`config.mk`:
```
export PLATFORM = sky130hd
export DESIGN_NAME = obd_response_line_decoder
export DESIGN_NICKNAME = d
export VERILOG_FILES = /design/src/sv/obd_pkg.sv /design/src/sv/obd_response_line_decoder.sv /design/src/sv/obd_ram.sv
export SDC_FILE = /design/constraint.sdc
export NUM_CORES = 1
export LEC_CHECK = 0
export ABC_AREA = 1
export BUFFER_PORTS_ARGS = -buffer_cell sky130_fd_sc_hd__buf_2
export CORE_UTILIZATION = 39
export DETAILED_ROUTE_END_ITERATION = 8
export HOLD_SLACK_MARGIN = 0.12
export MAX_ROUTING_LAYER = met4
export PLACE_DENSITY = 0.66
export SLEW_MARGIN = 25
export SYNTH_ARGS = -nofsm -noshare
export SYNTH_HDL_FRONTEND = slang
export SYNTH_SLANG_ARGS = --single-unit
```
`constraint.sdc`:
```
create_clock -name clock -period 4.8 [get_ports clock]
set_input_delay 1.2 -clock clock [delete_from_list [all_inputs] [get_ports clock]]
set_output_delay 1.2 -clock clock [all_outputs]
set_load 0.02 [all_outputs]
```
`src/sv/obd_pkg.sv`:
```
package obd_pkg;

   localparam int LINE_CHARS = 256;
   localparam int HEX_DIGITS = 128;
   localparam int VIN_LEN    = 17;

   localparam int LEN_W      = $clog2(LINE_CHARS);
   localparam int DIG_W      = $clog2(HEX_DIGITS);
   localparam int LINE_SLOTS = HEX_DIGITS / 2;
   localparam int SLOT_W     = $clog2(LINE_SLOTS);
   localparam int VIN_W      = $clog2(VIN_LEN + 1);
   localparam int VIN_AW     = $clog2(VIN_LEN);

   localparam int BYTE_W     = 8;
   localparam int KIND_W     = 3;
   localparam int VALUE_W    = 15;
   localparam int ACTION_W   = 2;
   localparam int MIN_DIGITS = 4;

   // throttle: floor(A * 10000 / 255) via reciprocal estimate plus one fix-up step
   localparam int THROTTLE_SCALE = 10000;
   localparam int THR_DIVISOR    = 255;
   localparam int THR_RECIP      = 257;
   localparam int THR_SHIFT      = 16;
   localparam int PROD_W         = BYTE_W + $clog2(THROTTLE_SCALE);
   localparam int EST_W          = PROD_W + $clog2(THR_RECIP);
   localparam int REM_W          = VALUE_W + BYTE_W;
   localparam int COOLANT_OFFSET = 40;

   localparam logic [BYTE_W-1:0] CHAR_CR     = 8'h0D;
   localparam logic [BYTE_W-1:0] CHAR_LF     = 8'h0A;
   localparam logic [BYTE_W-1:0] CHAR_PROMPT = 8'h3E;

   localparam logic [BYTE_W-1:0] MODE09_RSP   = 8'h49;
   localparam logic [BYTE_W-1:0] PID_VIN      = 8'h02;
   localparam logic [BYTE_W-1:0] MODE01_RSP   = 8'h41;
   localparam logic [BYTE_W-1:0] PID_SPEED    = 8'h0D;
   localparam logic [BYTE_W-1:0] PID_RPM      = 8'h0C;
   localparam logic [BYTE_W-1:0] PID_THROTTLE = 8'h11;
   localparam logic [BYTE_W-1:0] PID_COOLANT  = 8'h05;

   typedef enum logic [ACTION_W-1:0] {
      ACT_BYTE     = 2'd0,
      ACT_DROP     = 2'd1,
      ACT_NEW_LINK = 2'd2
   } action_type;

   typedef enum logic [KIND_W-1:0] {
      KIND_SPEED    = 3'd0,
      KIND_RPM      = 3'd1,
      KIND_THROTTLE = 3'd2,
      KIND_COOLANT  = 3'd3,
      KIND_VIN      = 3'd4
   } kind_type;

   typedef enum logic [3:0] {
      ST_IDLE,
      ST_SCAN,
      ST_DECIDE,
      ST_THR_MUL,
      ST_THR_EST,
      ST_THR_FIX,
      ST_PUT,
      ST_VIN_RD,
      ST_VIN_PUT
   } state_type;

   // bit 4 flags a hex digit, bits 3:0 hold its value
   function automatic logic [4:0] hex_digit(input logic [BYTE_W-1:0] c);
      logic [4:0] r;
      r = 5'd0;
      if (c >= 8'h30 && c <= 8'h39) begin
         r = {1'b1, c[3:0]};
      end else if ((c >= 8'h41 && c <= 8'h46) || (c >= 8'h61 && c <= 8'h66)) begin
         r = {1'b1, c[3:0] + 4'd9};
      end
      return r;
   endfunction

   function automatic logic is_alnum(input logic [BYTE_W-1:0] c);
      return (c >= 8'h30 && c <= 8'h39) || (c >= 8'h41 && c <= 8'h5A) ||
             (c >= 8'h61 && c <= 8'h7A);
   endfunction

endpackage

```
`src/sv/obd_response_line_decoder.sv`:
```
// channel  dir  tdata                                            tuser       tlast
// req_     in   [7:0] rx_byte                                    [1:0] action  -
// rsp_     out  [14:0] value, [19:15] vin_index, [27:20] vin_char [2:0] kind   last
//
// A received character, a drop or a new link is handled in the idle state as it is taken.
// A line end walks the stored byte pairs at one per cycle, then decides and loads a
// metric; throttle adds multiply, estimate and fix-up steps; a VIN is sent from its
// store, each character read and then put.
// The line memory has one read port, so the walk sets the cost of a line end.
// Synchronous reset empties the line and the VIN collector; no clearing pass.
// A stalled result holds the sequencer, and no input is taken while it waits.
module obd_response_line_decoder (
   input  logic        clock,
   input  logic        reset,
   input  logic        req_tvalid,
   output logic        req_tready,
   input  logic [7:0]  req_tdata,   // [7:0] rx_byte
   input  logic [1:0]  req_tuser,   // [1:0] action
   output logic        rsp_tvalid,
   input  logic        rsp_tready,
   output logic [31:0] rsp_tdata,   // [14:0] value, [19:15] vin_index, [27:20] vin_char
   output logic [2:0]  rsp_tuser,   // [2:0] kind
   output logic        rsp_tlast
);

   localparam int BW = obd_pkg::BYTE_W;
   localparam int VW = obd_pkg::VALUE_W;

   obd_pkg::state_type state_ff, state_in;

   logic [obd_pkg::LEN_W-1:0]  len_ff, len_in;
   logic [obd_pkg::DIG_W-1:0]  dig_ff, dig_in;
   logic [3:0]                 nib_ff, nib_in;
   logic [obd_pkg::SLOT_W-1:0] cnt_ff, cnt_in;
   logic [obd_pkg::SLOT_W-1:0] rdidx_ff, rdidx_in;
   logic [obd_pkg::SLOT_W-1:0] pidx_ff, pidx_in;
   logic                       pend_ff, pend_in;
   logic                       found_ff, found_in;
   logic [BW-1:0]              prev_ff, prev_in;
   logic [BW-1:0]              mb_ff [4];
   logic [BW-1:0]              mb_in [4];
   logic [obd_pkg::VIN_W-1:0]  vcnt_ff, vcnt_in;
   logic                       vdone_ff, vdone_in;
   logic [obd_pkg::VIN_AW-1:0] vk_ff, vk_in;
   logic [obd_pkg::PROD_W-1:0] acc_ff, acc_in;
   logic [VW-1:0]              q_ff, q_in;
   obd_pkg::kind_type          res_kind_ff, res_kind_in;
   logic signed [VW-1:0]       res_value_ff, res_value_in;

   logic                       out_valid_ff, out_valid_in;
   obd_pkg::kind_type          out_kind_ff, out_kind_in;
   logic signed [VW-1:0]       out_value_ff, out_value_in;
   logic [obd_pkg::VIN_AW-1:0] out_index_ff, out_index_in;
   logic [BW-1:0]              out_char_ff, out_char_in;
   logic                       out_last_ff, out_last_in;

   logic                       accept;
   logic                       out_free;
   logic [4:0]                 hd;
   logic [BW-1:0]              rx;
   logic                       is_term;
   logic                       line_we;
   logic                       vin_we;
   logic [BW-1:0]              line_rd;
   logic [BW-1:0]              vin_rd;
   logic [obd_pkg::EST_W-1:0]  est;
   logic [obd_pkg::REM_W-1:0]  rem;

   assign req_tready = (state_ff == obd_pkg::ST_IDLE);
   assign accept     = req_tvalid & req_tready;
   assign out_free   = ~out_valid_ff | rsp_tready;
   assign rx         = req_tdata;
   assign hd         = obd_pkg::hex_digit(rx);
   assign is_term    = (rx == obd_pkg::CHAR_CR) || (rx == obd_pkg::CHAR_LF) ||
                       (rx == obd_pkg::CHAR_PROMPT);

   obd_ram #(
      .WIDTH (BW),
      .DEPTH (obd_pkg::LINE_SLOTS)
   ) u_line_ram (
      .clock   (clock),
      .wr_en   (line_we),
      .wr_addr (dig_ff[obd_pkg::DIG_W-1:1]),
      .wr_data ({nib_ff, hd[3:0]}),
      .rd_addr (rdidx_ff),
      .rd_data (line_rd)
   );

   obd_ram #(
      .WIDTH (BW),
      .DEPTH (obd_pkg::VIN_LEN)
   ) u_vin_ram (
      .clock   (clock),
      .wr_en   (vin_we),
      .wr_addr (vcnt_ff[obd_pkg::VIN_AW-1:0]),
      .wr_data (line_rd),
      .rd_addr (vk_ff),
      .rd_data (vin_rd)
   );

   always_comb begin
      state_in     = state_ff;
      len_in       = len_ff;
      dig_in       = dig_ff;
      nib_in       = nib_ff;
      cnt_in       = cnt_ff;
      rdidx_in     = rdidx_ff;
      pidx_in      = pidx_ff;
      pend_in      = pend_ff;
      found_in     = found_ff;
      prev_in      = prev_ff;
      mb_in        = mb_ff;
      vcnt_in      = vcnt_ff;
      vdone_in     = vdone_ff;
      vk_in        = vk_ff;
      acc_in       = acc_ff;
      q_in         = q_ff;
      res_kind_in  = res_kind_ff;
      res_value_in = res_value_ff;
      out_kind_in  = out_kind_ff;
      out_value_in = out_value_ff;
      out_index_in = out_index_ff;
      out_char_in  = out_char_ff;
      out_last_in  = out_last_ff;
      line_we      = 1'b0;
      vin_we       = 1'b0;
      est          = '0;
      rem          = '0;
      out_valid_in = out_valid_ff & ~rsp_tready;

      case (state_ff)
         obd_pkg::ST_IDLE: begin
            if (accept) begin
               case (obd_pkg::action_type'(req_tuser))
                  obd_pkg::ACT_DROP: begin
                     len_in = '0;
                     dig_in = '0;
                  end
                  obd_pkg::ACT_NEW_LINK: begin
                     len_in   = '0;
                     dig_in   = '0;
                     vcnt_in  = '0;
                     vdone_in = 1'b0;
                  end
                  obd_pkg::ACT_BYTE: begin
                     if (is_term) begin
                        if (len_ff != '0) begin
                           len_in = '0;
                           dig_in = '0;
                           if (dig_ff >= obd_pkg::DIG_W'(obd_pkg::MIN_DIGITS) && !dig_ff[0]) begin
                              cnt_in   = dig_ff[obd_pkg::DIG_W-1:1];
                              rdidx_in = '0;
                              pend_in  = 1'b0;
                              found_in = 1'b0;
                              state_in = obd_pkg::ST_SCAN;
                           end
                        end
                     end else if (len_ff >= obd_pkg::LEN_W'(obd_pkg::LINE_CHARS - 1)) begin
                        // overlong line: restart empty
                        len_in = '0;
                        dig_in = '0;
                     end else begin
                        len_in = len_ff + 1'b1;
                        if (hd[4] && dig_ff < obd_pkg::DIG_W'(obd_pkg::HEX_DIGITS - 1)) begin
                           if (!dig_ff[0]) begin
                              nib_in = hd[3:0];
                           end else begin
                              line_we = 1'b1;
                           end
                           dig_in = dig_ff + 1'b1;
                        end
                     end
                  end
                  default: begin
                  end
               endcase
            end
         end

         obd_pkg::ST_SCAN: begin
            // issue the next read while the previous byte is checked
            if (rdidx_ff < cnt_ff) begin
               pend_in  = 1'b1;
               pidx_in  = rdidx_ff;
               rdidx_in = rdidx_ff + 1'b1;
            end else begin
               pend_in = 1'b0;
            end
            if (pend_ff) begin
               if (pidx_ff < obd_pkg::SLOT_W'(4)) begin
                  mb_in[pidx_ff[1:0]] = line_rd;
               end
               if (!found_ff) begin
                  if (pidx_ff != '0 && prev_ff == obd_pkg::MODE09_RSP &&
                      line_rd == obd_pkg::PID_VIN) begin
                     found_in = 1'b1;
                  end
               end else if (obd_pkg::is_alnum(line_rd) &&
                            vcnt_ff < obd_pkg::VIN_W'(obd_pkg::VIN_LEN)) begin
                  vin_we  = 1'b1;
                  vcnt_in = vcnt_ff + 1'b1;
               end
               prev_in = line_rd;
               if (pidx_ff == cnt_ff - 1'b1) begin
                  pend_in  = 1'b0;
                  state_in = obd_pkg::ST_DECIDE;
               end
            end
         end

         obd_pkg::ST_DECIDE: begin
            state_in = obd_pkg::ST_IDLE;
            if (found_ff) begin
               if (!vdone_ff && vcnt_ff == obd_pkg::VIN_W'(obd_pkg::VIN_LEN)) begin
                  vdone_in = 1'b1;
                  vk_in    = '0;
                  state_in = obd_pkg::ST_VIN_RD;
               end
            end else if (mb_ff[0] == obd_pkg::MODE01_RSP) begin
               case (mb_ff[1])
                  obd_pkg::PID_SPEED: begin
                     if (cnt_ff >= obd_pkg::SLOT_W'(3)) begin
                        res_kind_in  = obd_pkg::KIND_SPEED;
                        res_value_in = VW'(mb_ff[2]);
                        state_in     = obd_pkg::ST_PUT;
                     end
                  end
                  obd_pkg::PID_RPM: begin
                     if (cnt_ff >= obd_pkg::SLOT_W'(4)) begin
                        res_kind_in  = obd_pkg::KIND_RPM;
                        res_value_in = {1'b0, mb_ff[2], mb_ff[3][7:2]};
                        state_in     = obd_pkg::ST_PUT;
                     end
                  end
                  obd_pkg::PID_THROTTLE: begin
                     if (cnt_ff >= obd_pkg::SLOT_W'(3)) begin
                        state_in = obd_pkg::ST_THR_MUL;
                     end
                  end
                  obd_pkg::PID_COOLANT: begin
                     if (cnt_ff >= obd_pkg::SLOT_W'(3)) begin
                        res_kind_in  = obd_pkg::KIND_COOLANT;
                        res_value_in = VW'(mb_ff[2]) - VW'(obd_pkg::COOLANT_OFFSET);
                        state_in     = obd_pkg::ST_PUT;
                     end
                  end
                  default: begin
                  end
               endcase
            end
         end

         obd_pkg::ST_THR_MUL: begin
            acc_in   = obd_pkg::PROD_W'(mb_ff[2]) *
                       obd_pkg::PROD_W'(obd_pkg::THROTTLE_SCALE);
            state_in = obd_pkg::ST_THR_EST;
         end

         obd_pkg::ST_THR_EST: begin
            // estimate is the exact quotient or one below it
            est      = obd_pkg::EST_W'(acc_ff) * obd_pkg::EST_W'(obd_pkg::THR_RECIP);
            q_in     = VW'(est >> obd_pkg::THR_SHIFT);
            state_in = obd_pkg::ST_THR_FIX;
         end

         obd_pkg::ST_THR_FIX: begin
            rem = obd_pkg::REM_W'(acc_ff) -
                  obd_pkg::REM_W'(q_ff) * obd_pkg::REM_W'(obd_pkg::THR_DIVISOR);
            res_kind_in  = obd_pkg::KIND_THROTTLE;
            res_value_in = (rem >= obd_pkg::REM_W'(obd_pkg::THR_DIVISOR)) ?
                           q_ff + 1'b1 : q_ff;
            state_in     = obd_pkg::ST_PUT;
         end

         obd_pkg::ST_PUT: begin
            if (out_free) begin
               out_valid_in = 1'b1;
               out_kind_in  = res_kind_ff;
               out_value_in = res_value_ff;
               out_index_in = '0;
               out_char_in  = '0;
               out_last_in  = 1'b1;
               state_in     = obd_pkg::ST_IDLE;
            end
         end

         obd_pkg::ST_VIN_RD: begin
            state_in = obd_pkg::ST_VIN_PUT;
         end

         obd_pkg::ST_VIN_PUT: begin
            if (out_free) begin
               out_valid_in = 1'b1;
               out_kind_in  = obd_pkg::KIND_VIN;
               out_value_in = '0;
               out_index_in = vk_ff;
               out_char_in  = vin_rd;
               out_last_in  = (vk_ff == obd_pkg::VIN_AW'(obd_pkg::VIN_LEN - 1));
               if (vk_ff == obd_pkg::VIN_AW'(obd_pkg::VIN_LEN - 1)) begin
                  state_in = obd_pkg::ST_IDLE;
               end else begin
                  vk_in    = vk_ff + 1'b1;
                  state_in = obd_pkg::ST_VIN_RD;
               end
            end
         end

         default: begin
            state_in = obd_pkg::ST_IDLE;
         end
      endcase
   end

   always_ff @(posedge clock) begin
      if (reset) begin
         state_ff     <= obd_pkg::ST_IDLE;
         len_ff       <= '0;
         dig_ff       <= '0;
         pend_ff      <= 1'b0;
         found_ff     <= 1'b0;
         vcnt_ff      <= '0;
         vdone_ff     <= 1'b0;
         out_valid_ff <= 1'b0;
      end else begin
         state_ff     <= state_in;
         len_ff       <= len_in;
         dig_ff       <= dig_in;
         pend_ff      <= pend_in;
         found_ff     <= found_in;
         vcnt_ff      <= vcnt_in;
         vdone_ff     <= vdone_in;
         out_valid_ff <= out_valid_in;
      end
   end

   always_ff @(posedge clock) begin
      nib_ff       <= nib_in;
      cnt_ff       <= cnt_in;
      rdidx_ff     <= rdidx_in;
      pidx_ff      <= pidx_in;
      prev_ff      <= prev_in;
      mb_ff        <= mb_in;
      vk_ff        <= vk_in;
      acc_ff       <= acc_in;
      q_ff         <= q_in;
      res_kind_ff  <= res_kind_in;
      res_value_ff <= res_value_in;
      out_kind_ff  <= out_kind_in;
      out_value_ff <= out_value_in;
      out_index_ff <= out_index_in;
      out_char_ff  <= out_char_in;
      out_last_ff  <= out_last_in;
   end

   assign rsp_tvalid = out_valid_ff;
   assign rsp_tdata  = {4'b0, out_char_ff, out_index_ff, out_value_ff};
   assign rsp_tuser  = out_kind_ff;
   assign rsp_tlast  = out_last_ff;

endmodule

```
`src/sv/obd_ram.sv`:
```
module obd_ram #(
   parameter int WIDTH = 8,
   parameter int DEPTH = 64
) (
   input  logic                     clock,
   input  logic                     wr_en,
   input  logic [$clog2(DEPTH)-1:0] wr_addr,
   input  logic [WIDTH-1:0]         wr_data,
   input  logic [$clog2(DEPTH)-1:0] rd_addr,
   output logic [WIDTH-1:0]         rd_data
);

   logic [WIDTH-1:0] mem [DEPTH];
   logic [WIDTH-1:0] rd_data_ff;

   always_ff @(posedge clock) begin
      if (wr_en) begin
         mem[wr_addr] <= wr_data;
      end
      rd_data_ff <= mem[rd_addr];
   end

   assign rd_data = rd_data_ff;

endmodule

```
[After elaboration in Yosys (flattened, before gate mapping)]
Memories as Yosys holds them, arrays and structs flattened. A register that Yosys moved wholly into a read port is not among the register bits.
Index checks and enable logic that the tools add are counted.
Word-level totals
  register bits: 178
  memory bits (writable): 648
  input bits: 14
  output and inout bits: 38
  logic and storage cells: 285
  memories kept: 2
Memories
  u_line_ram.mem: depth 64, bits a word 8, read ports 1, clocked after memory_dff 1, write ports 1, RTL line obd_ram.sv:13  | logic [WIDTH-1:0] mem [DEPTH];
  u_vin_ram.mem: depth 17, bits a word 8, read ports 1, clocked after memory_dff 1, write ports 1, RTL line obd_ram.sv:13
Cells by class
  add/subtract/negate cells: 10
  multipliers: 3
  order comparisons: 23
  equal/unequal tests: 47
  muxes and demuxes: 115
  bitwise operators: 9
  reduce and logical (&&, ||, !) cells: 49
Operators with widths (count)
  2-to-1 mux 15 bit: 8
  2-to-1 mux 5 bit: 13
  one-hot mux 15 bit (2 select lines): 2
  2-to-1 mux 8 bit: 6
  one-hot mux 15 bit (3 select lines): 1
  2-to-1 mux 4 bit: 10
  2-to-1 mux 3 bit: 12
  2-to-1 mux 6 bit: 6
  one-hot mux 4 bit (9 select lines): 1
  2-to-1 mux 1 bit: 34
  bitwise mux 32 bit: 1
  == test 8 x 4 -> 1 bit (second input constant): 4
  greater-or-equal comparator 8 x 7 -> 1 bit (second input constant): 4
  less-or-equal comparator 8 x 7 -> 1 bit (second input constant): 4
  one-hot mux 8 bit (2 select lines): 2
  one-hot mux 5 bit (2 select lines): 3
  2-to-1 mux 7 bit: 4
  AND reduction 7 bit: 4
  multiplier 18 x 9 -> 27 bit (second input constant): 1
  inequality test 2 bit (second input constant): 12
  greater-or-equal comparator 23 x 8 -> 1 bit (second input constant): 1
  multiplier 15 x 8 -> 23 bit (second input constant): 1
  subtractor 22 x 23 -> 23 bit: 1
  multiplier 8 x 10 -> 18 bit (second input constant): 1
  63 further kinds: 120

[Depth between registers and ports, before layout]
Gate-level depths: netlist of the first run.
  depth after elaboration: 14
  depth in mapped cells: 29
  mapped depth without buffers: 29

[By module]
From an unflattened synthesis of the first run, not the netlist that was laid out.
Second synthesis, totals
  cells, all modules: 3871
  area total of the unflattened synthesis: 40879.2 um^2
Modules (own cells, without submodules)
  obd_ram (u_line_ram): instances 1, cells an instance 1822, area an instance 21291.7 um^2, sequential area each 15534.9 um^2
  obd_response_line_decoder: instances 1, cells an instance 1556, area an instance 13773.2 um^2, sequential area each 4974.8 um^2
  obd_ram (u_vin_ram): instances 1, cells an instance 493, area an instance 5814.3 um^2, sequential area each 4244.1 um^2

[Worst setup path before layout of the first run]
Ideal clock, no wire load.
  kind: input to register
  from: input req_tdata[7]
  to: register nib_ff[1], data pin
  library setup time: 709 ps
  data arrival time: 4364 ps
  data required time: 4091 ps
  slack: -274 ps
  cell stages on the path: 6
  buffers on the path: 0
  cell sequence: or2_1 nor2_1 o21ai_1 nor2_1 inv_1 o21ai_0
Between the ends
  longest elaborated chain between the ends: 5
  elaborated cells on any way between the ends: 12
  those cells by class: order compare: 6; mux: 2; reduce/logical: 4
Ends and longest elaborated chain
  start: declaration: RTL line obd_response_line_decoder.sv:17  | input logic [7:0] req_tdata,
  greater-or-equal comparator 8 x 7 -> 1 bit or less-or-equal comparator 8 x 7 -> 1 bit (tied branches): RTL line obd_pkg.sv:74  | end else if ((c >= 8'h41 && c <= 8'h46) || (c >= 8'h61 && c <= 8'h66)) begin
  logical AND 1 bit: RTL line obd_pkg.sv:74
  logical OR 1 bit: RTL line obd_pkg.sv:74
  2-to-1 mux 5 bit: RTL line obd_pkg.sv:74
  2-to-1 mux 5 bit *: RTL line obd_pkg.sv:72  | if (c >= 8'h30 && c <= 8'h39) begin
  net hd[1]: RTL line obd_response_line_decoder.sv:59  | logic [4:0] hd;
  end signal: assignment: RTL line obd_response_line_decoder.sv:337  | nib_ff <= nib_in;
  end: declaration: RTL line obd_response_line_decoder.sv:33  | logic [3:0] nib_ff, nib_in;
Mark *: on every way through the listed nets, which the timed path passes. The rest lies on a longest branch.
A chain may end at the register's enable or synchronous reset.

[Worst setup path in the final report of the first run]
  from: register q_ff[10]
  to: register res_value_ff[0], data pin
Between the ends
  longest elaborated chain between the ends: 5
Ends and longest elaborated chain
  start: declaration: RTL line obd_response_line_decoder.sv:46  | logic [VW-1:0] q_ff, q_in;
  start signal: assignment: RTL line obd_response_line_decoder.sv:345  | q_ff <= q_in;
  multiplier 15 x 8 -> 23 bit: RTL line obd_response_line_decoder.sv:268  | obd_pkg::REM_W'(q_ff) * obd_pkg::REM_W'(obd_pkg::THR_DIVISOR);
  subtractor 22 x 23 -> 23 bit: RTL line obd_response_line_decoder.sv:267  | rem = obd_pkg::REM_W'(acc_ff) -
  greater-or-equal comparator 23 x 8 -> 1 bit: RTL line obd_response_line_decoder.sv:270  | res_value_in = (rem >= obd_pkg::REM_W'(obd_pkg::THR_DIVISOR)) ?
  2-to-1 mux 15 bit: RTL line obd_response_line_decoder.sv:270
  one-hot mux 15 bit (2 select lines): RTL line obd_response_line_decoder.sv:131  | case (state_ff)
  net res_value_in[0]: RTL line obd_response_line_decoder.sv:48  | logic signed [VW-1:0] res_value_ff, res_value_in;
  end signal: assignment: RTL line obd_response_line_decoder.sv:347  | res_value_ff <= res_value_in;
  end: declaration: RTL line obd_response_line_decoder.sv:48
The timed path passes the listed nets, and every way through them passes these cells.

==> results_dict.tcl, run 1 <==
set metrics [dict create \
    grt_first_pass_wirelength_mm 151 \
    cts_buffers 84 \
    track_usage_pct 19.6 \
    synth_edf_count 795 \
    synth_top_area_share_pct 60.4 \
    muxShareOfSynthArea_pct 1.34 \
    cts_tree "done" \
    clk_latency_ns 0.67 \
    die_h_um 320 \
    num_rows 116 \
    yosys.area.top_type "edfxtp_1" \
    ys_seq_elements 839 \
    hpwl_mm 62.7 \
    min_period_over_period_pct 101 \
    worst_pin_slew_ns 0.886 \
    pwr_density_cell_nw_per_um2 334 \
    cp.arrival_ns 5.23 \
    drt-total-wl_mm 97.4 \
    cp_max_fo 7 \
    place_area_um2 42800 \
    fin_ws_ns -0.0327 \
    dp_slack_ns -0.339 \
    synth.most_common_cell "edfxtp_1" \
    drt_iter0_markers 2428 \
    syn-cell-area_um2 39500 \
    finClkSkew_ns 0.0343 \
    syn_to_final_growth_pct 16.9 \
    root_buffer "clkbuf_16" \
    synth_xor_area_share_pct 0.819 \
    core_um2 100000 \
    vias 26509 \
    use_met2_pct 31.3 \
    fin_crit_ns 4.83 \
    grt_pass1_vias 25730 \
    worstSetupStartpointType "flip-flop" \
    synth.area.top_cells "edfxtp_1, nor2_1, fa_1, ha_1, inv_1" \
    crit_required_ns 5.20 \
    violations "negative setup slack" \
    status "finished, violations left" \
    grt_use_met1_pct 26.1 \
    synth_compound_area_share_pct 9.16 \
    p_sw_share_pct 23.0 \
    path_class "flip-flop to flip-flop" \
    combPwrFrac_pct 6.0 \
    p_clk_share_pct 41.4 \
    grt_max_degree 183 \
    intPower_mw 11.9 \
    hold_path_class "flip-flop to flip-flop" \
    finalSetupViolCount 4 \
    detail_route.wl_per_cell_um 19.2 \
    drt.antenna.violating_nets 0 \
    ys_warn_count 0 \
    n_fill_cell 8973 \
    drcViolationCount 0 \
    slew_headroom_pct 40.9 \
    start_util_pct 39.4 \
    seq_area_frac_synth_pct 62.6 \
    synth_simple_gate_area_share_pct 11.7 \
    drv_slew 0 \
    synth_top_family_by_area "simple AND/OR/NAND/NOR gates" \
    dr.pass1.iters 5 \
    path_clk_slew_ns 0.06 \
    ys_types 51 \
    synthCells 3387 \
    cts_htree_levels 3 \
    die_x_um 320 \
    seq_power_share_pct 52.6 \
    power_switching_mw 3.54 \
    avgViaCountPerCell 5.23 \
    vdd_ir_drop_max_v 0.000337 \
    async_flop_share_pct 0 \
    drive_above_1_share_pct 14.9 \
    rsz0062_at_grt "true" \
    io_buffers 47 \
    fin_nets 3894 \
    design.die.area_um2 103000 \
    synth_commonest_cells "edfxtp_1, nor2_1, inv_1" \
    hold_violations 0 \
    gp_congestion 0.886 \
    diodes 0 \
    globalRoute.totalOverflow 0 \
    ys.flop_type "edfxtp_1" \
    avgSynthCellArea_um2 11.7 \
    synthAdderAreaFrac_pct 9.49 \
    antenna_found_initial 1 \
    critical_path.endpoint_type "flip-flop" \
    design_area_um2 46200 \
    fmax_ghz 0.207 \
    p_leak_nw 17.4 \
    clkSinkCount 839 \
    met3_usage_pct 2.82 \
    ios 52 \
    top_usage_layer "met2" \
    max_cap_viol_count 0 \
    clock_path_buffers 3 \
]
[through the flow]
| step | total power [mW] | hold WS [ns] | util [%] | cells | setup TNS [ns] |
|---|---|---|---|---|---|
| final | 15.4 | 0.490 | 46.1 | 5064 | -0.0475 |
| after floorplan | 8.81 | 0.406 | - | 3398 | -35.57 |
| after CTS | 15.5 | 0.487 | 45.8 | 5059 | -0.0293 |
| after global placement | 9.17 | 0.471 | 42.7 | 4888 | -3.26 |
| after global routing | 15.9 | 0.529 | 46.1 | 5064 | -3.16 |
| after detailed placement | 9.19 | 0.473 | 42.7 | 4888 | -4.45 |
[cell usage in the layout, fill, tap and decap left out, drive strengths merged, types with 44 or more instances in the layout]
master / n
o21ai: 233
nand2: 349
edfxtp: 795
a21oi: 102
nand3: 130
buf: 287
mux2i: 53
o221ai: 53
clkbuf: 120
fa: 95
o32ai: 75
ha: 148
dfxtp: 44
inv: 368
nor2: 578
[area by class of cell]
type	instances	area, µm²	share of cell area (%)
clock inverters	36	324	0.701
flip-flops and latches	839	24800	53.6
repair buffers	287	2220	4.80
multi-input cells	2056	13500	29.2
well taps	1357	1700	3.67
inverters	369	1400	3.03
clock buffers	120	2330	5.04
[logic make-up after synthesis]
| kind of cell | Yosys count |
|---|---|
| AND/OR/NAND/NOR | 1130 |
| XOR/XNOR | 37 |
| other | 1 |
| buffers and inverters | 506 |
| adder cells (fa/ha/maj) | 243 |
| AO/OA/AOI/OAI | 578 |
| flip-flops | 839 |
| multiplexers | 53 |
[timing repair]
item,CTS,global route
pin swaps,42,58
buffers inserted,13,6
gates cloned,3,0
gates resized for setup,79,72
hold buffers,0,0
setup endpoints to repair,15,15
[final timing paths]
check / from / endpoint / slack (ns) / cells after the start
worst max-delay path: q_ff[10] / res_value_ff[0] / -0.03 / 26
worst min-delay path: vdone_ff / vdone_ff / 0.49 / 2
worst max register to register: q_ff[10] / res_value_ff[0] / -0.03 / 26
worst min register to register: vdone_ff / vdone_ff / 0.49 / 2
[worst max-delay path: stages (launching register included)]
cell and delay, ns:
edfxtp_1 0.39, inv_4 0.08, buf_6 0.12, fa_1 0.51, inv_2 0.04, fa_1 0.49
inv_2 0.04, fa_1 0.59, fa_1 0.49, ha_4 0.32, nand2_4 0.07, nand2_4 0.06
a21oi_4 0.15, nor2_1 0.05, nor2_1 0.11, nand2_1 0.09, nand2_1 0.06, nand2_1 0.05
or2_1 0.21, nand2_2 0.08, nor2_4 0.05, buf_4 0.15, nand2_8 0.10, buf_6 0.10
nand2_1 0.04, nand3_1 0.06, nand2_1 0.05
[routing by layer]
metal  vias up  wire length (µm)
met5         -                 0
met4         0              2570
met3       161              6460
met2       902             46900
met1     12998             41500
li1      12448                 -
[power by group through the flow]
stage	Sequential (mW)	Combinational (mW)	Clock, mW
floorplan	8.28	0.527	0
global placement	8.27	0.905	0
detailed placement	8.27	0.917	0
CTS	8.11	0.923	6.48
global route	8.12	1.00	6.76
finish	8.11	0.925	6.38
[flip-flops by register name (all words and copies together), names as in the netlist, 5 cells and up]
register / flops
acc_ff: 18
cnt_ff: 6
dig_ff: 7
len_ff: 8
mb_ff: 30
out_char_ff: 8
out_index_ff: 5
out_value_ff: 15
pidx_ff: 6
prev_ff: 8
q_ff: 15
rdidx_ff: 6
res_value_ff: 15
u_line_ram.mem: 512
u_line_ram.rd_data: 8
u_vin_ram.mem: 136
u_vin_ram.rd_data: 8
vcnt_ff: 5
vk_ff: 5
(Power assumes the default switching activity.)
==> run 2: changes to the inputs <==
CORE_UTILIZATION = 45   (was 39)
MAX_ROUTING_LAYER = default   (was met4)
PLACE_DENSITY = 0.72   (was 0.66)
==> results_dict.tcl, run 2 (same netlist as run 1, synthesis figures left out) <==
set metrics [dict create \
    num_rows 108 \
    r2r_cells 26 \
    cp.arrival_ns 5.34 \
    core_um2 86900 \
    setup.worst_path.start "q_ff[10]" \
    start_util_pct 45.5 \
    crit_required_ns 5.18 \
    drt.antenna.violating_nets 0 \
    critPathCapture "res_value_ff[3]" \
    largest_register_ffs 512 \
    cts_tree "done" \
    track_usage_pct 21.9 \
    drt-met1-wl_mm 39.5 \
    critical_path.endpoint_type "flip-flop" \
    grt_first_pass_wirelength_mm 151 \
    fin_crit_ns 4.95 \
    clock_path_buffers 3 \
    slew_headroom_pct 32.7 \
    drv_slew 0 \
    fmax_ghz 0.202 \
    layout_commonest_cell "edfxtp_1" \
    r2r_end "res_value_ff[3]" \
    fin_nets 3891 \
    vdd_ir_drop_max_v 0.000363 \
    slowest_delay_ns 0.58 \
    cp_max_fo 7 \
    cts_buffers 84 \
    top_register "u_line_ram.mem" \
    rr_startpoint "q_ff[10]" \
    drt-total-wl_mm 98.1 \
    clk_latency_ns 0.66 \
    path_clk_slew_ns 0.06 \
    clkSinkCount 839 \
    hpwl_mm 62.0 \
    design.die.area_um2 89100 \
    met3_wirelength_mm 7.09 \
    cts_htree_levels 3 \
    path_class "flip-flop to flip-flop" \
    hold_violations 0 \
    worstSetupStartpointType "flip-flop" \
    status "finished, violations left" \
    violations "negative setup slack" \
    finClkSkew_ns 0.0482 \
    root_buffer "clkbuf_16" \
    detail_route.wl_per_cell_um 20.2 \
    pwr_density_cell_nw_per_um2 341 \
    rrSetupSlack_ns -0.15 \
    ios 52 \
    drcViolationCount 0 \
    p_leak_nw 17.4 \
    drive_above_1_share_pct 15.2 \
    globalRoute.totalOverflow 0 \
    grt_max_degree 151 \
    finalSetupViolCount 15 \
    min_period_over_period_pct 103 \
    rsz0062_at_grt "true" \
    syn_to_final_growth_pct 16.4 \
    io_buffers 47 \
    top_regs "u_line_ram.mem: 512 flops, u_vin_ram.mem: 136 flops, mb_ff: 30 flops" \
    cpMostUsedCell "nand2_1" \
    top_layer "met4" \
    grt_pass1_vias 26515 \
    whs_ns 0.489 \
    worst_pin_slew_ns 1.01 \
    wl_met2_mm 48.1 \
    vias 26840 \
    avgViaCountPerCell 5.52 \
    fin_ws_ns -0.153 \
    dr.pass1.iters 8 \
    max_cap_viol_count 0 \
    antenna_found_initial 1 \
    dp_slack_ns -0.332 \
    cts_hold_buf 0 \
    die_x_um 298 \
    gp_congestion 0.878 \
    drt_iter0_markers 2943 \
    final_cell_mix "edfxtp_1, nor2_1, inv_1" \
    hold_path_class "flip-flop to flip-flop" \
    diodes 0 \
    die_h_um 298 \
    critical_path.slowest_cell "fa_1" \
]
==> run 2: worst min path at each step <==
stage / start / endpoint / slack (ns) / cells after the start
after global routing: len_ff[0] / len_ff[0] / 0.51 / 2
final: len_ff[0] / len_ff[0] / 0.49 / 2
after floorplan: dig_ff[2] / cnt_ff[1] / 0.41 / 0
after global placement: vdone_ff / vdone_ff / 0.47 / 2
after CTS: len_ff[0] / len_ff[0] / 0.49 / 2
after detailed placement: len_ff[0] / len_ff[0] / 0.48 / 2
==> run 2: what timing repair did <==
action / in CTS / in global routing
setup endpoints to repair: 15 / 15
resized for setup: 87 / 67
buffers inserted: 10 / 10
cloned: 3 / 0
pin swaps: 52 / 49
endpoints found under the hold margin: 0 / 0
==> run 2: metrics by stage <==
step	instances	util (%)	total power [mW]	TNS, ns	area (µm²)
final	4860	53.0	15.7	-1.61	46000
after CTS	4850	52.7	15.8	0	45800
after detailed placement	4680	48.9	9.18	-4.21	42400
after global placement	4680	48.9	9.16	-2.72	42400
after floorplan	3398	-	8.81	-35.57	39600
after global routing	4860	53.0	16.1	-4.15	46000
==> run 2: area by class of cell <==
class	count	area [µm²]
Tap cell	1155	1450
Timing Repair Buffer	284	2100
Clock buffer	105	2210
Inverter	369	1400
Clock inverter	52	603
Fill cell	7132	40800
Sequential cell	839	24800
Multi-Input combinational cell	2056	13500
==> run 2: power breakdown <==
group	internal, mW	switching, mW
logic	0.249	0.708
registers	8.06	0.0359
clock network	3.80	2.84
total	12.1	3.59
==> run 2: per-layer routing <==
metal | GRT usage, % | up-vias
met4 | 8.38 | 0
li1 | - | 12426
met2 | 36.7 | 1087
met5 | 0 | -
met3 | 3.06 | 185
met1 | 29.0 | 13142
==> run 2: critical path, delay by kind of cell, from the launching register on <==
kind	cells	cell delay, ns
AOI/OAI and AO/OA	1	0.10
and+or+nand+nor	14	1.22
buffers and inverters	6	0.62
DFF	1	0.41
adders and majority gates	5	2.33
